File: src/hw/rtl/lisr_pkg.sv
// ----------------------------------------------------------------------------
// lisr_pkg
// Shared widths, word types and divider request/response types for the
// linear interpolation slice resampler.
// ----------------------------------------------------------------------------
package lisr_pkg;

  localparam int SAMPLE_W        = 16;
  localparam int POS_W           = 16;
  localparam int START_W         = 24;
  localparam int COUNT_W         = 16;
  localparam int RATE_W          = 17;
  localparam int CFG_INDEX_W     = 3;
  localparam int CFG_DATA_W      = 24;
  localparam int MAX_RUN_DEF     = 64;
  localparam int INDEX_WIDTH_DEF = 24;
  localparam int MUL_W           = 18;
  localparam int DIV_NUM_W       = 34;
  localparam int DIV_DEN_W       = 18;
  localparam int DIV_Q_W         = 16;

  typedef struct packed {
    logic signed [SAMPLE_W-1:0] sample;
    logic                       restart;
  } src_word_t;

  typedef struct packed {
    logic signed [SAMPLE_W-1:0] pcm;
    logic [POS_W-1:0]           out_position;
    logic                       last_of_run;
    logic                       slice_done;
    logic                       overrun;
  } res_word_t;

  typedef struct packed {
    logic                 start;
    logic [DIV_NUM_W-1:0] dividend;
    logic [DIV_DEN_W-1:0] divisor;
  } div_req_t;

  typedef struct packed {
    logic                 done;
    logic                 ovf;
    logic [DIV_Q_W-1:0]   quotient;
    logic [DIV_DEN_W-1:0] remainder;
  } div_rsp_t;

endpackage

File: src/hw/rtl/lisr_div.sv
// ----------------------------------------------------------------------------
// lisr_div
// Restoring divider, one quotient bit per cycle, sixteen quotient bits.
// Flags overflow when the quotient does not fit.
// ----------------------------------------------------------------------------
module lisr_div (
  input  logic               clk,
  input  logic               rst,
  input  lisr_pkg::div_req_t req,
  output lisr_pkg::div_rsp_t rsp
);

  localparam int CNT_W = $clog2(lisr_pkg::DIV_Q_W + 1);

  logic [lisr_pkg::DIV_DEN_W-1:0] rem;
  logic [lisr_pkg::DIV_DEN_W-1:0] den;
  logic [lisr_pkg::DIV_Q_W-1:0]   shreg;
  logic [lisr_pkg::DIV_Q_W-1:0]   quo;
  logic [CNT_W-1:0]               cnt;
  logic                           done;
  logic                           ovf;
  logic [lisr_pkg::DIV_DEN_W:0]   trial_in;
  logic [lisr_pkg::DIV_DEN_W:0]   diff;
  logic                           fits;

  assign trial_in = {rem, shreg[lisr_pkg::DIV_Q_W-1]};
  assign diff     = trial_in - {1'b0, den};
  assign fits     = (trial_in >= {1'b0, den});

  always_ff @(posedge clk) begin
    if (rst) begin
      cnt  <= '0;
      done <= 1'b0;
    end else begin
      done <= 1'b0;
      if (req.start) begin
        cnt <= CNT_W'(lisr_pkg::DIV_Q_W);
      end else if (cnt != '0) begin
        cnt <= cnt - 1'b1;
        if (cnt == CNT_W'(1)) begin
          done <= 1'b1;
        end
      end
    end
  end

  always_ff @(posedge clk) begin
    if (req.start) begin
      rem   <= req.dividend[lisr_pkg::DIV_NUM_W-1:lisr_pkg::DIV_Q_W];
      shreg <= req.dividend[lisr_pkg::DIV_Q_W-1:0];
      den   <= req.divisor;
      ovf   <= (req.dividend[lisr_pkg::DIV_NUM_W-1:lisr_pkg::DIV_Q_W] >= req.divisor);
    end else if (cnt != '0) begin
      rem   <= fits ? diff[lisr_pkg::DIV_DEN_W-1:0] : trial_in[lisr_pkg::DIV_DEN_W-1:0];
      quo   <= {quo[lisr_pkg::DIV_Q_W-2:0], fits};
      shreg <= {shreg[lisr_pkg::DIV_Q_W-2:0], 1'b0};
    end
  end

  assign rsp.done      = done;
  assign rsp.ovf       = ovf;
  assign rsp.quotient  = quo;
  assign rsp.remainder = rem;

endmodule

File: src/hw/rtl/linear_interp_slice_resampler_unit.sv
// A restart word runs the rate multiply and a divider pass, and emits nothing.
// Each output takes three multiply steps, a pass of the shared 16-step
// divider for interpolation and, unless the slice ends, one for the position
// advance. Buffered results leave after the run ends, stalling on res_ready.
// Reset is synchronous and restores config and control state, not the datapath.
// ----------------------------------------------------------------------------
// linear_interp_slice_resampler_unit
// Linear interpolation resampler over one slice of a source stream, built
// around one multiplier, one iterative divider and a small sequencer.
// ----------------------------------------------------------------------------
module linear_interp_slice_resampler_unit #(
  parameter int MAX_RUN     = lisr_pkg::MAX_RUN_DEF,
  parameter int INDEX_WIDTH = lisr_pkg::INDEX_WIDTH_DEF
) (
  input  logic                                clk,
  input  logic                                rst,
  input  logic                                cfg_valid,
  output logic                                cfg_ready,
  input  logic [lisr_pkg::CFG_INDEX_W-1:0]    cfg_index,
  input  logic [lisr_pkg::CFG_DATA_W-1:0]     cfg_data,
  input  logic                                src_valid,
  output logic                                src_ready,
  input  lisr_pkg::src_word_t                 src_word,
  output logic                                res_valid,
  input  logic                                res_ready,
  output lisr_pkg::res_word_t                 res_word
);

  localparam int NW = $clog2(MAX_RUN + 1);
  localparam int AW = (MAX_RUN > 1) ? $clog2(MAX_RUN) : 1;
  localparam int CW = (INDEX_WIDTH > lisr_pkg::START_W) ? INDEX_WIDTH : lisr_pkg::START_W;
  localparam logic [CW:0]   IDX_MASK_X = ((CW+1)'(1) << INDEX_WIDTH) - (CW+1)'(1);
  localparam logic [NW-1:0] RUN_FULL   = NW'(MAX_RUN);
  localparam logic [15:0]   TOTAL_CAP  = 16'd65534;
  localparam logic [15:0]   PCM_MAX    = 16'd32767;

  localparam logic [lisr_pkg::CFG_INDEX_W-1:0] CFG_START_FRAME   = 3'd0;
  localparam logic [lisr_pkg::CFG_INDEX_W-1:0] CFG_SOURCE_COUNT  = 3'd1;
  localparam logic [lisr_pkg::CFG_INDEX_W-1:0] CFG_TARGET_FRAMES = 3'd2;
  localparam logic [lisr_pkg::CFG_INDEX_W-1:0] CFG_TARGET_RATE   = 3'd3;
  localparam logic [lisr_pkg::CFG_INDEX_W-1:0] CFG_SOURCE_RATE   = 3'd4;

  localparam logic [3:0] S_IDLE  = 4'd0;
  localparam logic [3:0] S_RMUL  = 4'd1;
  localparam logic [3:0] S_RDIV  = 4'd2;
  localparam logic [3:0] S_RWAIT = 4'd3;
  localparam logic [3:0] S_CHECK = 4'd4;
  localparam logic [3:0] S_MUL1  = 4'd5;
  localparam logic [3:0] S_MUL2  = 4'd6;
  localparam logic [3:0] S_MUL3  = 4'd7;
  localparam logic [3:0] S_IGO   = 4'd8;
  localparam logic [3:0] S_IWAIT = 4'd9;
  localparam logic [3:0] S_STEP  = 4'd10;
  localparam logic [3:0] S_PWAIT = 4'd11;
  localparam logic [3:0] S_RD    = 4'd12;
  localparam logic [3:0] S_LOAD  = 4'd13;

  logic [lisr_pkg::START_W-1:0] start_frame;
  logic [lisr_pkg::COUNT_W-1:0] source_count;
  logic [lisr_pkg::COUNT_W-1:0] target_frames;
  logic [lisr_pkg::RATE_W-1:0]  target_rate;
  logic [lisr_pkg::RATE_W-1:0]  source_rate;

  logic [3:0]                   state;
  logic signed [15:0]           prev_sample;
  logic signed [15:0]           cur_sample;
  logic [INDEX_WIDTH-1:0]       source_index;
  logic [INDEX_WIDTH-1:0]       left_index;
  logic [INDEX_WIDTH-1:0]       nlp;
  logic [15:0]                  out_counter;
  logic [15:0]                  phase_remainder;
  logic [15:0]                  output_total;
  logic                         slice_finished;
  logic [NW-1:0]                nres;
  logic                         over;
  logic                         done_here;
  logic [AW-1:0]                rd;

  logic signed [lisr_pkg::MUL_W-1:0]   mul_a;
  logic signed [lisr_pkg::MUL_W-1:0]   mul_b;
  logic signed [2*lisr_pkg::MUL_W-1:0] mul_p;
  logic signed [2*lisr_pkg::MUL_W-1:0] mul_q;
  logic signed [2*lisr_pkg::MUL_W-1:0] acc;
  logic signed [2*lisr_pkg::MUL_W-1:0] acc_sum;
  logic signed [32:0]                  num;
  logic [32:0]                         num_mag;

  logic [31:0] mem [MAX_RUN];
  logic [31:0] mem_q;

  lisr_pkg::div_req_t div_req;
  lisr_pkg::div_rsp_t div_rsp;

  logic [15:0]            tf_eff;
  logic [16:0]            sr_eff;
  logic [15:0]            sc_eff;
  logic [15:0]            cnt_minus_rem;
  logic [16:0]            pos_sum;
  logic                   step_end;
  logic [16:0]            q_even;
  logic [15:0]            total_next;
  logic [15:0]            pcm_val;
  logic [INDEX_WIDTH:0]   pos_x;
  logic [INDEX_WIDTH-1:0] pos_next;
  logic [CW-1:0]          start_x;
  logic [INDEX_WIDTH-1:0] restart_pos;
  logic                   src_take;
  logic                   rd_last;
  logic                   res_load;
  logic                   mem_we;

  lisr_div u_div (
    .clk (clk),
    .rst (rst),
    .req (div_req),
    .rsp (div_rsp)
  );

  assign cfg_ready = 1'b1;
  assign src_ready = (state == S_IDLE);
  assign src_take  = src_valid && src_ready;

  always_ff @(posedge clk) begin
    if (rst) begin
      start_frame   <= '0;
      source_count  <= 16'd1;
      target_frames <= 16'd1;
      target_rate   <= 17'd18500;
      source_rate   <= 17'd44100;
    end else if (cfg_valid && cfg_ready) begin
      unique case (cfg_index)
        CFG_START_FRAME:   start_frame   <= cfg_data;
        CFG_SOURCE_COUNT:  source_count  <= cfg_data[15:0];
        CFG_TARGET_FRAMES: target_frames <= cfg_data[15:0];
        CFG_TARGET_RATE:   target_rate   <= cfg_data[16:0];
        CFG_SOURCE_RATE:   source_rate   <= cfg_data[16:0];
        default: ;
      endcase
    end
  end

  assign tf_eff        = (target_frames == '0) ? 16'd1 : target_frames;
  assign sr_eff        = (source_rate == '0) ? 17'd1 : source_rate;
  assign sc_eff        = (source_count == '0) ? 16'd1 : source_count;
  assign cnt_minus_rem = output_total - phase_remainder;
  assign pos_sum       = {1'b0, phase_remainder} + {1'b0, sc_eff};
  assign step_end      = (({1'b0, out_counter} + 17'd1) >= {1'b0, output_total});

  always_comb begin
    if (state == S_RMUL) begin
      mul_a = {2'b00, tf_eff};
      mul_b = {1'b0, target_rate};
    end else if (state == S_MUL1) begin
      mul_a = {{2{prev_sample[15]}}, prev_sample};
      mul_b = {2'b00, cnt_minus_rem};
    end else begin
      mul_a = {{2{cur_sample[15]}}, cur_sample};
      mul_b = {2'b00, phase_remainder};
    end
  end

  assign mul_p   = mul_a * mul_b;
  assign acc_sum = acc + mul_q;
  assign num_mag = num[32] ? $unsigned(-num) : $unsigned(num);

  always_comb begin
    div_req.start = (state == S_RDIV) || (state == S_IGO) || ((state == S_STEP) && !step_end);
    if (state == S_RDIV) begin
      div_req.dividend = {mul_q[32:0], 1'b0} + {17'd0, sr_eff};
      div_req.divisor  = {sr_eff, 1'b0};
    end else if (state == S_IGO) begin
      div_req.dividend = {num_mag, 1'b0} + {18'd0, output_total};
      div_req.divisor  = {1'b0, output_total, 1'b0};
    end else begin
      div_req.dividend = {17'd0, pos_sum};
      div_req.divisor  = {2'b00, output_total};
    end
  end

  assign q_even = {1'b0, div_rsp.quotient} + {16'd0, div_rsp.quotient[0]};

  always_comb begin
    if (div_rsp.ovf) begin
      total_next = TOTAL_CAP;
    end else if (div_rsp.quotient == '0) begin
      total_next = 16'd2;
    end else if (q_even > {1'b0, TOTAL_CAP}) begin
      total_next = TOTAL_CAP;
    end else begin
      total_next = q_even[15:0];
    end
  end

  always_comb begin
    if (num[32]) begin
      pcm_val = 16'd0 - div_rsp.quotient;
    end else if (div_rsp.quotient > PCM_MAX) begin
      pcm_val = PCM_MAX;
    end else begin
      pcm_val = div_rsp.quotient;
    end
  end

  assign pos_x       = {1'b0, nlp} + (INDEX_WIDTH+1)'(div_rsp.quotient);
  assign pos_next    = pos_x[INDEX_WIDTH] ? '1 : pos_x[INDEX_WIDTH-1:0];
  assign start_x     = CW'(start_frame);
  assign restart_pos = ({1'b0, start_x} > IDX_MASK_X) ? '1 : start_x[INDEX_WIDTH-1:0];

  assign rd_last  = ((NW'(rd) + NW'(1)) == nres);
  assign res_load = (state == S_LOAD) && (!res_valid || res_ready);
  assign mem_we   = (state == S_IWAIT) && div_rsp.done;

  always_ff @(posedge clk) begin
    if (rst) begin
      state           <= S_IDLE;
      prev_sample     <= '0;
      source_index    <= '0;
      out_counter     <= '0;
      phase_remainder <= '0;
      nlp             <= '0;
      output_total    <= 16'd1;
      slice_finished  <= 1'b1;
      nres            <= '0;
      over            <= 1'b0;
      done_here       <= 1'b0;
      rd              <= '0;
    end else begin
      unique case (state)
        S_IDLE: begin
          if (src_take) begin
            if (src_word.restart) begin
              prev_sample <= src_word.sample;
              state       <= S_RMUL;
            end else if (source_index != '1) begin
              source_index <= source_index + 1'b1;
              nres         <= '0;
              over         <= 1'b0;
              done_here    <= 1'b0;
              state        <= S_CHECK;
            end else begin
              prev_sample <= src_word.sample;
            end
          end
        end
        S_RMUL:  state <= S_RDIV;
        S_RDIV:  state <= S_RWAIT;
        S_RWAIT: begin
          if (div_rsp.done) begin
            output_total    <= total_next;
            source_index    <= '0;
            out_counter     <= '0;
            phase_remainder <= '0;
            nlp             <= restart_pos;
            slice_finished  <= 1'b0;
            state           <= S_IDLE;
          end
        end
        S_CHECK: begin
          if (!slice_finished && (nlp == left_index)) begin
            if (nres == RUN_FULL) begin
              over  <= 1'b1;
              state <= S_STEP;
            end else begin
              state <= S_MUL1;
            end
          end else begin
            prev_sample <= cur_sample;
            rd          <= '0;
            state       <= (nres == '0) ? S_IDLE : S_RD;
          end
        end
        S_MUL1: state <= S_MUL2;
        S_MUL2: state <= S_MUL3;
        S_MUL3: state <= S_IGO;
        S_IGO:  state <= S_IWAIT;
        S_IWAIT: begin
          if (div_rsp.done) begin
            nres  <= nres + 1'b1;
            state <= S_STEP;
          end
        end
        S_STEP: begin
          out_counter <= out_counter + 1'b1;
          if (step_end) begin
            slice_finished <= 1'b1;
            done_here      <= 1'b1;
            state          <= S_CHECK;
          end else begin
            state <= S_PWAIT;
          end
        end
        S_PWAIT: begin
          if (div_rsp.done) begin
            phase_remainder <= div_rsp.remainder[15:0];
            nlp             <= pos_next;
            state           <= S_CHECK;
          end
        end
        S_RD: state <= S_LOAD;
        S_LOAD: begin
          if (res_load) begin
            rd    <= rd + 1'b1;
            state <= rd_last ? S_IDLE : S_RD;
          end
        end
        default: state <= S_IDLE;
      endcase
    end
  end

  always_ff @(posedge clk) begin
    if (src_take) begin
      cur_sample <= src_word.sample;
      left_index <= source_index;
    end
    if ((state == S_RMUL) || (state == S_MUL1) || (state == S_MUL2)) begin
      mul_q <= mul_p;
    end
    if (state == S_MUL2) begin
      acc <= mul_q;
    end
    if (state == S_MUL3) begin
      num <= acc_sum[32:0];
    end
    if (res_load) begin
      res_word.pcm          <= mem_q[31:16];
      res_word.out_position <= mem_q[15:0];
      res_word.last_of_run  <= rd_last;
      res_word.slice_done   <= rd_last && done_here;
      res_word.overrun      <= over;
    end
  end

  always_ff @(posedge clk) begin
    if (mem_we) begin
      mem[nres[AW-1:0]] <= {pcm_val, out_counter};
    end
    if (state == S_RD) begin
      mem_q <= mem[rd];
    end
  end

  always_ff @(posedge clk) begin
    if (rst) begin
      res_valid <= 1'b0;
    end else if (res_load) begin
      res_valid <= 1'b1;
    end else if (res_ready) begin
      res_valid <= 1'b0;
    end
  end

  a_mem_in_range: assert property (@(posedge clk) disable iff (rst)
    mem_we |-> (nres < RUN_FULL))
    else $error("result buffer write beyond its depth");

  a_over_full: assert property (@(posedge clk) disable iff (rst)
    over |-> (nres == RUN_FULL))
    else $error("overrun flagged with result buffer not full");

  a_phase_bound: assert property (@(posedge clk) disable iff (rst)
    (state == S_CHECK) |-> (phase_remainder < output_total))
    else $error("phase remainder not below output total");

  a_total_even: assert property (@(posedge clk) disable iff (rst)
    !slice_finished |-> (!output_total[0] && (output_total >= 16'd2)))
    else $error("active slice with odd or short output total");

  a_done_last: assert property (@(posedge clk) disable iff (rst)
    (res_valid && res_word.slice_done) |-> res_word.last_of_run)
    else $error("slice end marked on a word that does not close its run");

endmodule
File: config.mk
export PLATFORM = sky130hd
export DESIGN_NAME = linear_interp_slice_resampler_unit
export DESIGN_NICKNAME = d
export VERILOG_FILES = /design/src/hw/rtl/lisr_pkg.sv /design/src/hw/rtl/lisr_div.sv /design/src/hw/rtl/linear_interp_slice_resampler_unit.sv
export SDC_FILE = /design/constraint.sdc
export NUM_CORES = 2
export LEC_CHECK = 0
export BUFFER_PORTS_ARGS = -buffer_cell sky130_fd_sc_hd__buf_4
export CORE_ASPECT_RATIO = 0.9
export CORE_MARGIN = 3
export CORE_UTILIZATION = 35
export CTS_CLUSTER_DIAMETER = 200
export DETAILED_ROUTE_END_ITERATION = 16
export GPL_ROUTABILITY_DRIVEN = 1
export MAX_ROUTING_LAYER = met4
export PLACE_DENSITY = 0.56
export SETUP_SLACK_MARGIN = 0.05
export SYNTH_ARGS = -nofsm -noshare
export SYNTH_HDL_FRONTEND = slang
export SYNTH_SLANG_ARGS = --single-unit
File: constraint.sdc
create_clock -name clk -period 16 [get_ports clk]
set_input_delay 2.4 -clock clk [delete_from_list [all_inputs] [get_ports clk]]
set_output_delay 2.4 -clock clk [all_outputs]
set_load 0.01 [all_outputs]
==> results.cfg <==
[logic_synthesis]
synth_flop_cell = edfxtp_1
synth_area_sq_mm = 0.117
synthCells = 7324
synth-seq-area-share = 0.636
ys_ff_latch = 2552
syn_nets = 7921
synthArstFlopShare = 0
avgSynthCellArea_sq_um = 16.0
synth_cell_types = 84
synth_edf_count = 2323
ys.warnings.count = 0

[grt]
busiest_layer = met2
grt_pass1_wl_um = 479000
grt_overflow = 0
use_met1 = 0.266
grt_pass1_vias = 66900
grt_usage = 0.197
grt_max_degree = 125
gr-usage-met2 = 0.313
antenna_found_initial = 19
use_met3 = 0.0254

[critical_path]
r2r_setup_slack_ps = 6680
crit_top_cell = fa_1
crit_path_max_incr_delay_ps = 1000
crit_required_ps = 16540
startpoint_type = flop
worstReg2RegStart = output_total[0]
reg2reg_depth = 33
critPathCapture = mul_q[32]
critPathCaptureType = flop
r2r-end = mul_q[32]
crit_slowest_cell = a221oi_1
path_max_fanout = 7
critPathArrivalTime_ps = 9850
critPathLaunch = output_total[0]
setup.worst_path.class = reg2reg

[final_layout]
area.growth.synth_to_final_pct = 13.4
drive_gt1_frac = 0.189
postLayoutCellArea_sq_mm = 0.133
nNetsFinal = 8097

[clock_tree]
cts_hold_buf = 0
cts_made_buffers = 276
cts_tree = done
insertion_delay_ps = 890
cts_num_sinks = 2552
cts_resized = 0
cts_root_buffer = clkbuf_16
ctsHtreeMaxLevel = 5
clk_pin_slew_ps = 60
ctsLongestPathBuffers = 4
postCtsSetupRepairBufs = 0

[route]
vias_per_cell = 5.44
vias = 66100
dr.pass1.iters = 6
drt-initial-drc-count = 7535
finalWirelength_um = 330000
drc = 0
drtAntennaViolNets = 0
wl_per_cell_um = 27.1

[sta]
clock_skew_ps = 86.9
slew_headroom = 0.0697
timing.final.crit_period_ps = 9320
setup_viol = 0
rsz0062_at_grt = false
hold_violations = 0
worst_pin_slew_ps = 1390
timing.final.crit_share = 0.582
setup-tns-final_ps = 0
drv_slew = 0
fmax_mhz = 107

[placed_design]
dp_hpwl_um = 205000
globalplace.congestion = 0.903
io_buffers = 85
postPlaceCellArea_sq_mm = 0.124

[power]
power_frac_seq = 0.456
leakage_uw = 0.0445
p_per_area_mw_per_mm2 = 135
p_int_uw = 12700
clkPwrFrac = 0.349
p_total_uw = 17800
switching_share = 0.290
vdd_drop_max_v = 0.000107
p_comb_frac = 0.195
power.switching_uw = 5180

[floorplanning]
die_w_um = 615
io_pins = 87
core_area_sq_mm = 0.331
die-area_sq_mm = 0.341
start_util = 0.353
die_h_um = 554
row_count = 200

[run_status]
run_status = complete, no violations

[min_path]
worstHoldPathType = reg2reg

[run]
drv_cap = 0
cell usage in the layout (no fill, tap or decap), drive strengths merged, types with 74 or more instances in the layout:
cell type,instances
a21oi,293
buf,259
clkbuf,338
clkinv,109
dfxtp,229
edfxtp,2323
fa,291
ha,257
inv,475
mux4,672
nand2,588
nand3,74
nor2,457
nor3,87
o21ai,156
xnor2,177
xor2,110
cell families after synthesis:
family                     Yosys count  synth area share
xor gates and xnor gates           287            0.0215
adders and majority gates          548            0.0773
AOI/OAI and AO/OA                  861            0.0467
DFF                               2552             0.636
muxes                              712             0.133
other                                1         0.0000321
buffers and inverters              824            0.0266
and+or+nand+nor                   1539            0.0593
layout make-up:
cell class | instances | area (sq um)
fill | 30100 | 199000
inverter | 463 | 1740
sequential | 2552 | 74400
tap | 4444 | 5560
timing repair buffer | 259 | 2000
clock inverter | 150 | 1390
multi-input combinational | 3948 | 40200
antenna | 6 | 15.0
clock buffer | 338 | 7310
worst min path at each step:
stage,startpoint,end,slack [ps],cells after the start
finish,mem_q[20],res_word[23],420,0
global route,over,res_word[0],430,0
CTS,mem_q[20],res_word[23],420,0
detailed placement,mem_q[20],res_word[23],400,0
global placement,mem_q[10],res_word[13],400,0
floorplan,mem_q[7],res_word[10],400,0
stage by stage:
| stage | utilization | hold WS [ps] | setup slack [ps] | std cells |
|---|---|---|---|---|
| CTS | 0.400 | 419 | 6750 | 12200 |
| finish | 0.400 | 419 | 6680 | 12200 |
| floorplan | - | 400 | 8130 | 7324 |
| detailed placement | 0.374 | 405 | 6770 | 11700 |
| global route | 0.400 | 429 | 5970 | 12200 |
| global placement | 0.374 | 404 | 6750 | 11700 |
synthesized netlist by cell type, drive strengths merged (25+ instances only):
cell type / count / share of area
edfxtp: 2323 / 0.60
o22ai: 41 / 0.0022
nor3: 87 / 0.0037
a21oi: 293 / 0.013
nand2b: 42 / 0.0022
o21a: 52 / 0.0033
a211oi: 41 / 0.0026
xnor2: 177 / 0.013
dfxtp: 229 / 0.039
and2: 37 / 0.0020
nor4: 33 / 0.0018
a31oi: 25 / 0.0013
nor2: 457 / 0.015
mux2i: 35 / 0.0030
o221ai: 25 / 0.0019
clkbuf: 288 / 0.0092
mux4: 672 / 0.13
fa: 291 / 0.050
nand4: 30 / 0.0016
xor2: 110 / 0.0082
and3: 58 / 0.0031
buf: 73 / 0.0025
inv: 459 / 0.015
a21o: 67 / 0.0043
nor2b: 27 / 0.0014
nand2: 588 / 0.019
ha: 257 / 0.027
o21ai: 156 / 0.0067
nand3: 74 / 0.0032
or3: 31 / 0.0017
power groups by stage:
| stage | sequential [uW] | clock (uW) | combinational (uW) |
|---|---|---|---|
| global placement | 8270 | 0 | 3430 |
| global route | 8140 | 6610 | 3910 |
| floorplan | 8130 | 0 | 2390 |
| finish | 8130 | 6220 | 3490 |
| detailed placement | 8270 | 0 | 3490 |
| CTS | 8130 | 6350 | 3510 |
state kept, by name, indices dropped and copies added, names as in the netlist, 17 cells and up:
register      flops
mem_q            32
restart_pos      24
nlp              24
left_index       24
num              33
mul_q            33
target_rate      17
source_rate      17
res_word         35
u_div.rem        18
mem            2048
acc              33
u_div.den        18
source_index     24
critical path: cells and delay by family, from the launching register on:
| kind | cells | cell delay [ps] |
|---|---|---|
| adders and majority gates | 9 | 3950 |
| AOI/OAI and AO/OA | 14 | 3670 |
| xor gates and xnor gates | 3 | 440 |
| DFF | 1 | 370 |
| buffers and inverters | 5 | 300 |
| and+or+nand+nor | 2 | 280 |
layer usage:
layer	part of all wire	wire length [um]
met5	0	0
met1	0.42	139000
met2	0.48	159000
met4	0.031	10300
met3	0.067	22200
Note: power is estimated with default switching activity, not from simulation.
